===== src/rtl/ftes_pkg.sv =====
package ftes_pkg;

	localparam int TIME_W     = 35;
	localparam int HALF_W     = 16;
	localparam int CELL_W     = HALF_W + 1;
	localparam int BCNT_W     = 18;
	localparam int IDX_W      = 14;
	localparam int BYTE_W     = 8;
	localparam int OP_W       = 2;
	localparam int APB_ADDR_W = 3;
	localparam int APB_DATA_W = 32;
	localparam int DIV_CNT_W  = $clog2(TIME_W + 1);

	localparam logic [HALF_W-1:0] HALF_RESET = HALF_W'(1);

	// register index, taken from paddr[2]
	localparam logic REG_HALF_BIT_TIME = 1'b0;
	localparam logic REG_BIT_COUNT     = 1'b1;

	localparam logic ANS_EVENT = 1'b0;
	localparam logic ANS_SEEK  = 1'b1;

	localparam logic EVT_FLUX  = 1'b0;
	localparam logic EVT_INDEX = 1'b1;

	typedef enum logic [OP_W-1:0] {
		OP_LOAD  = 2'd0,
		OP_RESET = 2'd1,
		OP_NEXT  = 2'd2,
		OP_SEEK  = 2'd3
	} op_t;

	typedef enum logic [2:0] {
		S_IDLE,
		S_EVT,
		S_SCAN,
		S_SLEN,
		S_SCHK,
		S_SDIV,
		S_RESP
	} state_t;

endpackage


===== src/rtl/ftes_div.sv =====
module ftes_div
	import ftes_pkg::*;
(
	input  logic              clk,
	input  logic              arst_n,
	input  logic              start,
	input  logic [TIME_W-1:0] dividend,
	input  logic [CELL_W-1:0] divisor,
	output logic              done,
	output logic [TIME_W-1:0] quo,
	output logic [CELL_W-1:0] rem
);

	logic                 busy_q;
	logic                 done_q;
	logic [DIV_CNT_W-1:0] cnt_q;
	logic [TIME_W-1:0]    quo_q;
	logic [CELL_W-1:0]    rem_q;
	logic [CELL_W-1:0]    div_q;
	logic [CELL_W:0]      trial;
	logic [CELL_W:0]      diff;
	logic                 ge;

	// restoring division, one quotient bit a cycle
	always_comb begin
		trial = {rem_q, quo_q[TIME_W-1]};
		diff  = trial - {1'b0, div_q};
		ge    = (trial >= {1'b0, div_q});
	end

	always_ff @(posedge clk or negedge arst_n) begin
		if (!arst_n) begin
			busy_q <= 1'b0;
			done_q <= 1'b0;
			cnt_q  <= '0;
		end else begin
			done_q <= 1'b0;
			if (start) begin
				busy_q <= 1'b1;
				cnt_q  <= DIV_CNT_W'(TIME_W);
			end else if (busy_q) begin
				cnt_q <= cnt_q - DIV_CNT_W'(1);
				if (cnt_q == DIV_CNT_W'(1)) begin
					busy_q <= 1'b0;
					done_q <= 1'b1;
				end
			end
		end
	end

	always_ff @(posedge clk) begin
		if (start) begin
			quo_q <= dividend;
			rem_q <= '0;
			div_q <= divisor;
		end else if (busy_q) begin
			quo_q <= {quo_q[TIME_W-2:0], ge};
			rem_q <= ge ? diff[CELL_W-1:0] : trial[CELL_W-1:0];
		end
	end

	assign done = done_q;
	assign quo  = quo_q;
	assign rem  = rem_q;

endmodule


===== config.mk =====
export PLATFORM = sky130hd
export DESIGN_NAME = ftes_div
export DESIGN_NICKNAME = d
export VERILOG_FILES = /design/src/rtl/ftes_pkg.sv /design/src/rtl/ftes_div.sv
export SDC_FILE = /design/constraint.sdc
export NUM_CORES = 1
export LEC_CHECK = 0
export BUFFER_PORTS_ARGS = -buffer_cell sky130_fd_sc_hd__buf_2
export CORE_MARGIN = 3
export CORE_UTILIZATION = 35
export CTS_CLUSTER_DIAMETER = 200
export DETAILED_ROUTE_END_ITERATION = 8
export PLACE_DENSITY = 0.62
export SYNTH_ARGS = -nofsm -noshare
export SYNTH_HDL_FRONTEND = slang
export SYNTH_SLANG_ARGS = --single-unit

===== constraint.sdc =====
create_clock -name clk -period 4.14 [get_ports clk]
set_clock_uncertainty 0.05 [all_clocks]
set_input_delay 0.414 -clock clk [delete_from_list [all_inputs] [get_ports clk]]
set_output_delay 0.414 -clock clk [all_outputs]
set_load 0.01 [all_outputs]

* Word-level counts from Yosys, hierarchy flattened
Index checks and enable logic that the tools add are counted.
** Word-level totals
- Register bits after elaboration :: 77
- Latch bits :: 0
- Memory bits (writable) :: 0
- Memory bits (read-only) :: 0
- Bits of input ports :: 55
- Output and inout bits :: 53
- Memories :: 0
** Operators by class
- Add/subtract/negate cells :: 2
- $mul :: 0
- Div/mod/pow operators :: 0
- Order comparisons :: 1
- Equal/unequal tests :: 1
- Shifts and indexed selects :: 0
- Mux-type cells :: 11
- Bitwise operators :: 0
- Reduce and logical (&&, ||, !) cells :: 1
** Operator list (number)
- $mux W35 :: 2
- $ge A18 B17 Y1 :: 1
- $mux W17 :: 1
- $sub A17 B17 Y17 :: 1
- $mux W6 :: 2
- $eq A6 B1 Y1 const B :: 1
- $mux W1 :: 6
- $sub A6 B1 Y6 const B :: 1
- $reduce_bool A2 Y1 :: 1

* Longest topological paths before layout
Gate-level depths: netlist of run 1.
- Word-level depth :: 4
- Mapped depth :: 11
- Depth with buffers taken out :: 10

* Least setup slack after synthesis of run 1
OpenSTA, ideal clock, no wires.
- Path type :: register to register
- From :: register quo_q[34], in the netlist quo[34]
- To :: register rem_q[7], in the netlist rem[7]
- Arrival :: 2563 ps
- Required time :: 4002 ps
- Slack :: 1439 ps
- Stages on the path, launching flop included :: 12
- Clock period less this slack :: 2701 ps
- Cell sequence :: edfxtp_1 > inv_1 > ha_1 > inv_1 > fa_1 > a21o_1 > a221oi_4 > nor3_2 > o31ai_4 > buf_6 > nand3_2 > a311oi_2
** Between the ends
- Word-level cells in the longest chain between the ends :: 2
- Elaborated cells between the ends (all ways) :: 3
- Classes of those cells :: add/sub: 1; order compare: 1; mux: 1
** RTL lines
- start, declared :: line ftes_div.sv:17 : logic [TIME_W-1:0] quo_q;
- start signal, assigned :: line ftes_div.sv:53 : quo_q <= dividend;
- start signal, assigned :: line ftes_div.sv:57 : quo_q <= {quo_q[TIME_W-2:0], ge};
- $sub A17 B17 Y17 / $ge A18 B17 Y1 (equally long branches) :: line ftes_div.sv:27, ftes_div.sv:28
- $mux W17 (*) :: line ftes_div.sv:58 : rem_q <= ge ? diff[CELL_W-1:0] : trial[CELL_W-1:0];
- end signal, assigned :: line ftes_div.sv:58
- end, declared :: line ftes_div.sv:18 : logic [CELL_W-1:0] rem_q;
Every way passes the cells marked *; elsewhere a longest branch is shown, timed or not.
A chain may end at the register's enable or synchronous reset.

* Worst setup path after layout of run 1
- From :: register quo_q[34], in the netlist quo[34]
- To :: register rem_q[9], in the netlist rem[9]
The elaborated chain is that of the path after synthesis.

==> impl_metrics.json, run 1 <==
{
  "status": "completed",
  "dp.cells": 616,
  "die_area_mm2": 0.0137,
  "synthMuxAreaShare_pct": 9.60,
  "cts-resized-gates": 0,
  "cts.sinks": 77,
  "coreArea_mm2": 0.0117,
  "final_cell_mix": "buf_2, edfxtp_1, mux2_2",
  "rsz0062_at_grt": "false",
  "cts-root-buf": "clkbuf_16",
  "pre_cts_slack_ns": 0.999,
  "final_area_mm2": 0.00531,
  "synth.area.top_cells": "edfxtp_1, mux2_2, dfxtp_1",
  "synth-simple-area-share_pct": 11.9,
  "ctsHtreeMaxLevel": 3,
  "fin_util_pct": 45.3,
  "min_period_over_period_pct": 76.9,
  "synth_area_per_cell_um2": 11.2,
  "drv_slew": 0,
  "num_rows": 39,
  "area_growth_pct": 23.4,
  "ir_drop_uv": 256,
  "required_ns": 4.34,
  "cts-buffers-inserted": 9,
  "synth_largest_area_cell": "edfxtp_1",
  "synth_edf_count": 52,
  "crit_fanout": 17,
  "gp_congestion": 0.839,
  "hpwlAfterDp_um": 7450,
  "p_leak_nw": 2.29,
  "synth_top_area_share_pct": 36.3,
  "placed_cell_area_mm2": 0.00496,
  "fin_crit_ns": 3.19,
  "ios": 108,
  "nNetsFinal": 560,
  "io_buffer_count": 107,
  "max-cap-violations": 0,
  "cts_tree": "built",
  "final_cells": 633,
  "max-slew-margin-rel_pct": 41.9,
  "synth-seq-cells": 77,
  "antenna_found_initial": 0,
  "finalPower_mw": 3.11,
  "via_count": 3359,
  "setup_violations": 0,
  "grt_pass1_wl_um": 16200,
  "netlist_area_mm2": 0.00430,
  "via_per_inst": 5.31,
  "antenna_cells": 0,
  "clock_path_buffers": 2,
  "num-fill-cells": 1115,
  "fmaxAchievable_mhz": 314,
  "async_reset_ff_share_pct": 10.4,
  "seq_area_frac_synth_pct": 48.9,
  "first_pass_iters": 5,
  "drt-total-wl_um": 10500,
  "grt.overflow.total": 0,
  "initial_utilization_pct": 36.7,
  "endpoint_kind": "flop",
  "wl_per_cell_um": 16.6,
  "ys_types": 61,
  "fin_tns_setup_ns": 0,
  "grt_max_degree": 55,
  "drc": 0,
  "worstSkewPairLatency_ns": 0.34,
  "hold-worst-slack_ns": 0.194,
  "cts-hold-fix-buffers": 1,
  "ant_nets": 0,
  "synth_top_family_by_area": "compound AO/OA/AOI/OAI gates",
  "grt_pass1_vias": 3143,
  "synth_cells": 383,
  "power.density_mw_per_mm2": 585,
  "yosysWarnings": 0,
  "dieHeight_um": 117,
  "final_layout_size_suffix_gt1_share_pct": 35.7,
  "synthFlopType": "edfxtp_1",
  "post_cts_buffers": 0,
  "timing.final.ws_setup_ns": 0.955,
  "cp.arrival_ns": 3.39,
  "path_class": "reg2reg",
  "synth-xor-area-share_pct": 2.85,
  "synth_compound_area_share_pct": 16.5,
  "worst_slew_pin_slew_ns": 0.866,
  "fp.dieW_um": 117,
  "grt_util_all_layers_pct": 15.4,
  "critPathLaunchType": "flop",
  "synth-adder-area-share_pct": 5.99,
  "hp-class": "in2reg",
  "hold_viol_final": 0,
  "syn_nets": 458,
  "clkTransAtPathRegs_ns": 0.06,
  "final_common_cell": "buf_2",
  "drt_iter0_markers": 192
}
## final timing paths
path	start	endpoint	slack (ns)	depth (start not counted)
max	quo[34]$_DFFE_PP_	rem[9]$_SDFFE_PP0P_	0.95	10
min	divisor[7]	div_q[7]$_DFFE_PP_	0.19	1
max reg2reg	quo[34]$_DFFE_PP_	rem[9]$_SDFFE_PP0P_	0.95	10
min reg2reg	rem[1]$_SDFFE_PP0P_	rem[1]$_SDFFE_PP0P_	0.48	2
max in group asynchronous	arst_n	cnt_q[5]$_DFFE_PN0P_	3.49	2
min in group asynchronous	arst_n	cnt_q[3]$_DFFE_PN0P_	0.39	2
## cell usage after synthesis, types with 8 or more instances
cell and instances:
a21oi_1 14, clkbuf_1 11, dfrtp_1 8, dfxtp_1 17
edfxtp_1 52, ha_1 19, inv_1 26, mux2_2 34
nand2_1 15, nand3_1 8, nor2_1 32, nor3_1 8
o21ai_1 11
## per-layer routing
layer | part of all wire [%] | wire (um) | global-route usage [%]
met4 | 2.2 | 232 | 5.81
met1 | 44 | 4570 | 20.1
met3 | 4.7 | 492 | 3.91
met5 | 0 | 0 | 0
met2 | 50 | 5200 | 24.7
## flip-flops by register name (all words and copies together), names as in the netlist
signal / count
rem: 17
cnt_q: 6
div_q: 17
busy_q: 1
quo: 35
done: 1
## final cells by class
cell class / instances / area, um^2 / area share [%]
clock inverter: 7 / 106 / 2.00
multi-input combinational: 260 / 2020 / 38.0
timing repair buffer: 111 / 581 / 10.9
sequential: 77 / 2100 / 39.6
inverter: 26 / 97.6 / 1.84
clock buffer: 9 / 225 / 4.24
tap: 143 / 179 / 3.37
## critical path: stages (launching register included)
cell and delay, ns:
edfxtp_1 0.38, inv_1 0.11, ha_1 0.17, inv_1 0.05, fa_1 0.39, a21o_1 0.23
a221oi_4 0.39, nor3_2 0.12, o31ai_4 0.73, a211oi_1 0.19, nor4_1 0.27
## logic make-up after synthesis
kind of cell,after synthesis
adder cells (fa/ha/maj),20
AO/OA/AOI/OAI,90
buffers and inverters,46
XOR/XNOR,14
AND/OR/NAND/NOR,99
multiplexers,37
flip-flops,77
## report_power, final
group / internal, mW / leakage, nW / total [mW] / switching, mW
Combinational: 0.489 / 1.36 / 1.16 / 0.669
Clock: 0.537 / 0.162 / 0.881 / 0.344
Sequential: 0.956 / 0.770 / 1.07 / 0.111
Total: 1.98 / 2.29 / 3.11 / 1.12
No activity file was read; power rests on OpenSTA's default activity.
==> inputs of run 2 (changes only) <==
--- a/config.mk
+++ b/config.mk
@@ -5,12 +5,13 @@
 export SDC_FILE = /design/constraint.sdc
 export NUM_CORES = 1
 export LEC_CHECK = 0
+export ABC_AREA = 1
 export BUFFER_PORTS_ARGS = -buffer_cell sky130_fd_sc_hd__buf_2
 export CORE_MARGIN = 3
 export CORE_UTILIZATION = 35
 export CTS_CLUSTER_DIAMETER = 200
 export DETAILED_ROUTE_END_ITERATION = 8
-export PLACE_DENSITY = 0.62
+export PLACE_DENSITY = 0.65
 export SYNTH_ARGS = -nofsm -noshare
 export SYNTH_HDL_FRONTEND = slang
 export SYNTH_SLANG_ARGS = --single-unit
==> constraint.sdc (replaced) <==
create_clock -name clk -period 2.8 [get_ports clk]
set_clock_uncertainty 0.05 [all_clocks]
set_input_delay 0.28 -clock clk [delete_from_list [all_inputs] [get_ports clk]]
set_output_delay 0.28 -clock clk [all_outputs]
set_load 0.01 [all_outputs]
==> run 2 against run 1 <==
  * Core utilization is 0.18 points higher
  * Highest routed layer unchanged
  * Setup slack worse by 0.63 ns
  * Fmax is 29% higher
  * Final cell count is 32% higher
  * Synthesized cell count is 45% higher
  * First-iteration DRC count is 49% higher
  * Power is 40% higher
  * Non-clock buffer count is 5 higher
  * Combinational power is 42% higher
  * Critical path type unchanged
  * Global-route usage is 1.5 points higher
==> impl_metrics.json, run 2 <==
{
  "ff2ff_setup_slack_ns": 0.32,
  "synth_top_area_share_pct": 36.1,
  "ctsHtreeMaxLevel": 3,
  "hold_viol_final": 0,
  "nNetsFinal": 741,
  "netlist_area_mm2": 0.00432,
  "fin_tns_setup_ns": 0,
  "fin_util_pct": 45.5,
  "synthMostInstantiatedCell": "nand2_1",
  "max-slew-margin-rel_pct": 58.7,
  "grt_util_all_layers_pct": 16.9,
  "drt-total-wl_um": 10800,
  "r2r-start": "quo[34]$_DFFE_PP_",
  "rsz0062_at_grt": "false",
  "p_leak_nw": 2.87,
  "io_buffer_count": 107,
  "post_cts_buffers": 0,
  "path_class": "reg2reg",
  "antenna_cells": 0,
  "multi_input_area_mm2": 0.00183,
  "worst_slew_pin_slew_ns": 0.619,
  "netlist_top_cells_count": "nand2_1, inv_1, edfxtp_1, nand3_1, ha_1",
  "power.density_mw_per_mm2": 815,
  "synth.area.top_cells": "edfxtp_1, nand2_1, dfxtp_1",
  "pre_cts_slack_ns": 0.328,
  "hpwlAfterDp_um": 8000,
  "gp_congestion": 0.946,
  "clkTransAtPathRegs_ns": 0.07,
  "num-fill-cells": 1202,
  "ant_nets": 0,
  "cts-root-buf": "clkbuf_16",
  "critPathLaunchType": "flop",
  "synth_largest_area_cell": "edfxtp_1",
  "hp-class": "in2reg",
  "drv_slew": 0,
  "final_cell_mix": "nand2_1, buf_2, inv_1",
  "final_cells": 835,
  "fin_crit_ns": 2.48,
  "yosysWarnings": 0,
  "max-cap-violations": 0,
  "crit_fanout": 16,
  "synth_edf_count": 52,
  "synthFlopType": "edfxtp_1",
  "seq_area_frac_synth_pct": 48.6,
  "required_ns": 3.04,
  "timing.final.ws_setup_ns": 0.323,
  "synth_cells": 554,
  "clock_path_buffers": 2,
  "hold_start": "divisor[8]",
  "fmaxAchievable_mhz": 404,
  "drt_iter0_markers": 287,
  "finalPower_mw": 4.36,
  "cts_tree": "built",
  "status": "completed",
  "drc": 0,
  "grt_pass1_wl_um": 17900,
  "area_growth_pct": 23.8,
  "coreArea_mm2": 0.0118,
  "syn_nets": 629,
  "wl_per_cell_um": 13.0,
  "setup_violations": 0,
  "ys_types": 29,
  "worstSkewPairLatency_ns": 0.35,
  "die_area_mm2": 0.0137,
  "dp.cells": 818,
  "cts.sinks": 77,
  "synth-seq-cells": 77,
  "via_count": 3851,
  "via_per_inst": 4.61,
  "largest_register_ff_count": 35,
  "dieHeight_um": 117,
  "cp-startpoint": "quo[34]$_DFFE_PP_",
  "ir_drop_uv": 327,
  "endpoint_kind": "flop",
  "async_reset_ff_share_pct": 10.4,
  "fp.dieW_um": 117,
  "initial_utilization_pct": 36.8,
  "num_rows": 39,
  "final_layout_size_suffix_gt1_share_pct": 21.0,
  "grt_pass1_vias": 3815,
  "cp.arrival_ns": 2.72,
  "min_period_over_period_pct": 88.4,
  "cts-buffers-inserted": 9,
  "synth_area_per_cell_um2": 7.80,
  "grt_max_degree": 56,
  "register_area_mm2": 0.00210,
  "grt.overflow.total": 0,
  "antenna_found_initial": 0,
  "ios": 108,
  "first_pass_iters": 4,
  "final_common_cell": "nand2_1"
}
run 2: logic make-up after synthesis:
logic type / synth area share, %
AOI/OAI and AO/OA: 3.70
buffers and inverters: 8.97
adders and majority gates: 5.96
xor gates and xnor gates: 1.42
DFF: 48.6
and+or+nand+nor: 31.3
run 2: layout make-up:
class                   instances  area share (%)
well taps                     164            3.84
multi-input cells             382            34.3
inverters                      80            5.61
flip-flops and latches         77            39.3
repair buffers                116            11.3
clock buffers                  11            4.93
clock inverters                 5           0.748
run 2: through the flow:
step                      area, um^2  hold WS, ns
final                           5350       0.0519
after global routing            5350       0.0294
after CTS                       5350       0.0316
after detailed placement        5040       0.0859
after global placement          5040       0.0786
after floorplan                 4320      -0.0656
run 2: report_power, final:
part / switching [mW] / internal (mW) / total (mW) / leakage (nW)
Sequential: 0.133 / 1.40 / 1.53 / 0.786
Combinational: 1.01 / 0.641 / 1.65 / 1.93
Clock: 0.491 / 0.686 / 1.18 / 0.152
run 2: worst max-delay path: stages (launching register included):
cell	delay [ns]
edfxtp_1	0.37
inv_1	0.08
ha_1	0.14
inv_1	0.07
fa_1	0.45
nand3_1	0.14
nand3_2	0.10
nand2_1	0.37
nand2_2	0.33
o21ai_0	0.18
nand3_1	0.09
nand2_1	0.06
run 2: worst paths after layout:
path / end / cells past startpoint
min in group asynchronous: cnt_q[4]$_DFFE_PN0P_ / 2
max in group asynchronous: cnt_q[1]$_DFFE_PN0P_ / 2
worst min-delay path: div_q[8]$_DFFE_PP_ / 1
worst min register to register: rem[13]$_SDFFE_PP0P_ / 2
worst max register to register: rem[10]$_SDFFE_PP0P_ / 11
worst max-delay path: rem[10]$_SDFFE_PP0P_ / 11
run 2: per-layer routing:
layer | track usage, % | vias to the layer above | wire length, um
met5 | 0 | - | 0
met4 | 5.73 | 0 | 193
met3 | 5.55 | 20 | 723
met2 | 26.8 | 118 | 4840
met1 | 21.8 | 1739 | 5070
li1 | - | 1974 | -
run 2: what timing repair did:
action	CTS	global route
endpoints found under the hold margin	8	0
resized for setup	0	0
hold buffers	1	0
==> inputs of run 3 (changes only) <==
==> constraint.sdc (replaced) <==
create_clock -name clk -period 2.8 [get_ports clk]
set_clock_uncertainty 0.05 [all_clocks]
set_input_delay 0.56 -clock clk [delete_from_list [all_inputs] [get_ports clk]]
set_output_delay 0.56 -clock clk [all_outputs]
set_load 0.01 [all_outputs]
==> run 3 against run 2 <==
  * First-iteration DRC count shrank 15%
  * Sequential cell count is the same
  * Final area grew 0.44%
  * Die area is the same
  * Via count grew 1.1%
  * Setup slack lost 0.037 ns
  * Sequential share of layout area shrank 0.17 points
==> impl_metrics.json, run 3 (synthesis results as in run 2) <==
{
  "status": "completed",
  "r2r-start": "quo[34]$_DFFE_PP_",
  "max-cap-violations": 0,
  "hold_viol_final": 0,
  "initial_utilization_pct": 36.8,
  "slowest_delay_ns": 0.44,
  "grt_util_all_layers_pct": 17.3,
  "final_cells": 836,
  "pre_cts_slack_ns": 0.310,
  "first_pass_iters": 4,
  "worstSkewPairLatency_ns": 0.35,
  "antenna_found_initial": 1,
  "required_ns": 3.04,
  "coreArea_mm2": 0.0118,
  "ios": 108,
  "nNetsFinal": 742,
  "drt-total-wl_um": 11100,
  "cts.sinks": 77,
  "min_to": "div_q[8]$_DFFE_PP_",
  "grt_pass1_wl_um": 18400,
  "ir_drop_uv": 409,
  "fin_tns_setup_ns": 0,
  "crit_buf_inv": 2,
  "cp_top_family": "simple AND/OR/NAND/NOR gates",
  "rr_endpoint": "rem[10]$_SDFFE_PP0P_",
  "rr_worst_depth": 11,
  "fp.dieW_um": 117,
  "wl_per_cell_um": 13.3,
  "cts_tree": "built",
  "cts-hold-fix-buffers": 1,
  "cp-startpoint": "quo[34]$_DFFE_PP_",
  "timing.final.ws_setup_ns": 0.287,
  "worst_slew_pin_slew_ns": 0.518,
  "endpoint_kind": "flop",
  "dp.cells": 819,
  "clkTransAtPathRegs_ns": 0.06,
  "largest_register_ff_count": 35,
  "grt_max_degree": 36,
  "fin_util_pct": 45.7,
  "via_count": 3895,
  "final_common_cell": "nand2_1",
  "p_leak_nw": 2.88,
  "gp_congestion": 0.929,
  "path_class": "reg2reg",
  "rsz0062_at_grt": "false",
  "cts-resized-gates": 0,
  "num-fill-cells": 1193,
  "area_growth_pct": 24.3,
  "drc": 0,
  "io_buffer_count": 107,
  "hold_start": "divisor[8]",
  "ant_nets": 0,
  "ctsHtreeMaxLevel": 3,
  "num_rows": 39,
  "max-slew-margin-rel_pct": 65.4,
  "hp-class": "in2reg",
  "final_cell_mix": "nand2_1, buf_2, inv_1",
  "crit_fanout": 16,
  "holdPathStages": 1,
  "placed_cell_area_mm2": 0.00507,
  "critPathLaunchType": "flop",
  "critical_path.cell_chain": "inv_1 -> ha_1 -> inv_1 -> fa_1 -> nand3_1 -> nand3_2 -> nand2_1 -> nand2_2 -> o21ai_0 -> nand3_1 -> nand2_1",
  "drv_slew": 0,
  "fin_crit_ns": 2.51,
  "grt.overflow.total": 0,
  "cp_slowest_cell": "fa_1",
  "cts-root-buf": "clkbuf_16",
  "grt_pass1_vias": 3887,
  "final_layout_size_suffix_gt1_share_pct": 21.0,
  "clock_path_buffers": 2,
  "drt_iter0_markers": 245,
  "dieHeight_um": 117,
  "ff2ff_setup_slack_ns": 0.29,
  "setup_violations": 0,
  "fmaxAchievable_mhz": 398,
  "via_per_inst": 4.66,
  "cts-buffers-inserted": 9,
  "hpwlAfterDp_um": 8340,
  "power.density_mw_per_mm2": 810,
  "final_area_mm2": 0.00537,
  "min_period_over_period_pct": 89.8,
  "antenna_cells": 0,
  "die_area_mm2": 0.0137,
  "post_cts_buffers": 0,
  "cp.arrival_ns": 2.76
}
[run 3: changes by cell type in the layout (fill, tap and decap cells not counted), sizes merged]
cell    before  now
inv         81   82
buf        115  116
clkinv       4    3
[run 3: final cells by class]
cell class                      count  area [um^2]  area share (%)
Clock buffer                       11          254            4.73
Clock inverter                      5         41.3           0.768
Inverter                           80          300            5.59
Multi-Input combinational cell    382         1830            34.1
Sequential cell                    77         2100            39.1
Tap cell                          164          205            3.82
Timing Repair Buffer              117          638            11.9
[run 3: metal layers]
layer / track usage, % / vias to the layer above / part of all wire, %
met3: 5.66 / 22 / 8.0
met4: 6.57 / 2 / 2.4
met2: 28.2 / 132 / 46
met1: 21.5 / 1764 / 44
met5: 0 / - / 0.063
li1: - / 1975 / -
[run 3: report_power, final]
part           switching (mW)  internal (mW)  total, mW  leakage (nW)
clock                   0.496          0.665       1.16         0.146
combinational            1.02          0.644       1.66          1.95
sequential              0.132           1.40       1.53         0.786
[run 3: worst max-delay path by stage]
stage | depth (start not counted) | endpoint | slack (ns)
2_1_floorplan | 3 | quo[0]$_DFFE_PP_ | 0.67
3_3_place_gp | 11 | rem[10]$_SDFFE_PP0P_ | 0.39
3_5_place_dp | 11 | rem[10]$_SDFFE_PP0P_ | 0.31
4_1_cts | 11 | rem[10]$_SDFFE_PP0P_ | 0.29
5_1_grt | 11 | rem[10]$_SDFFE_PP0P_ | 0.08
6_report | 11 | rem[10]$_SDFFE_PP0P_ | 0.29
[run 3: stage by stage]
step                hold WS (ns)  total power, mW
floorplan                  0.214             2.74
global placement           0.359             3.19
detailed placement         0.362             3.21
CTS                        0.324             4.38
global route               0.325             4.69
finish                     0.334             4.35
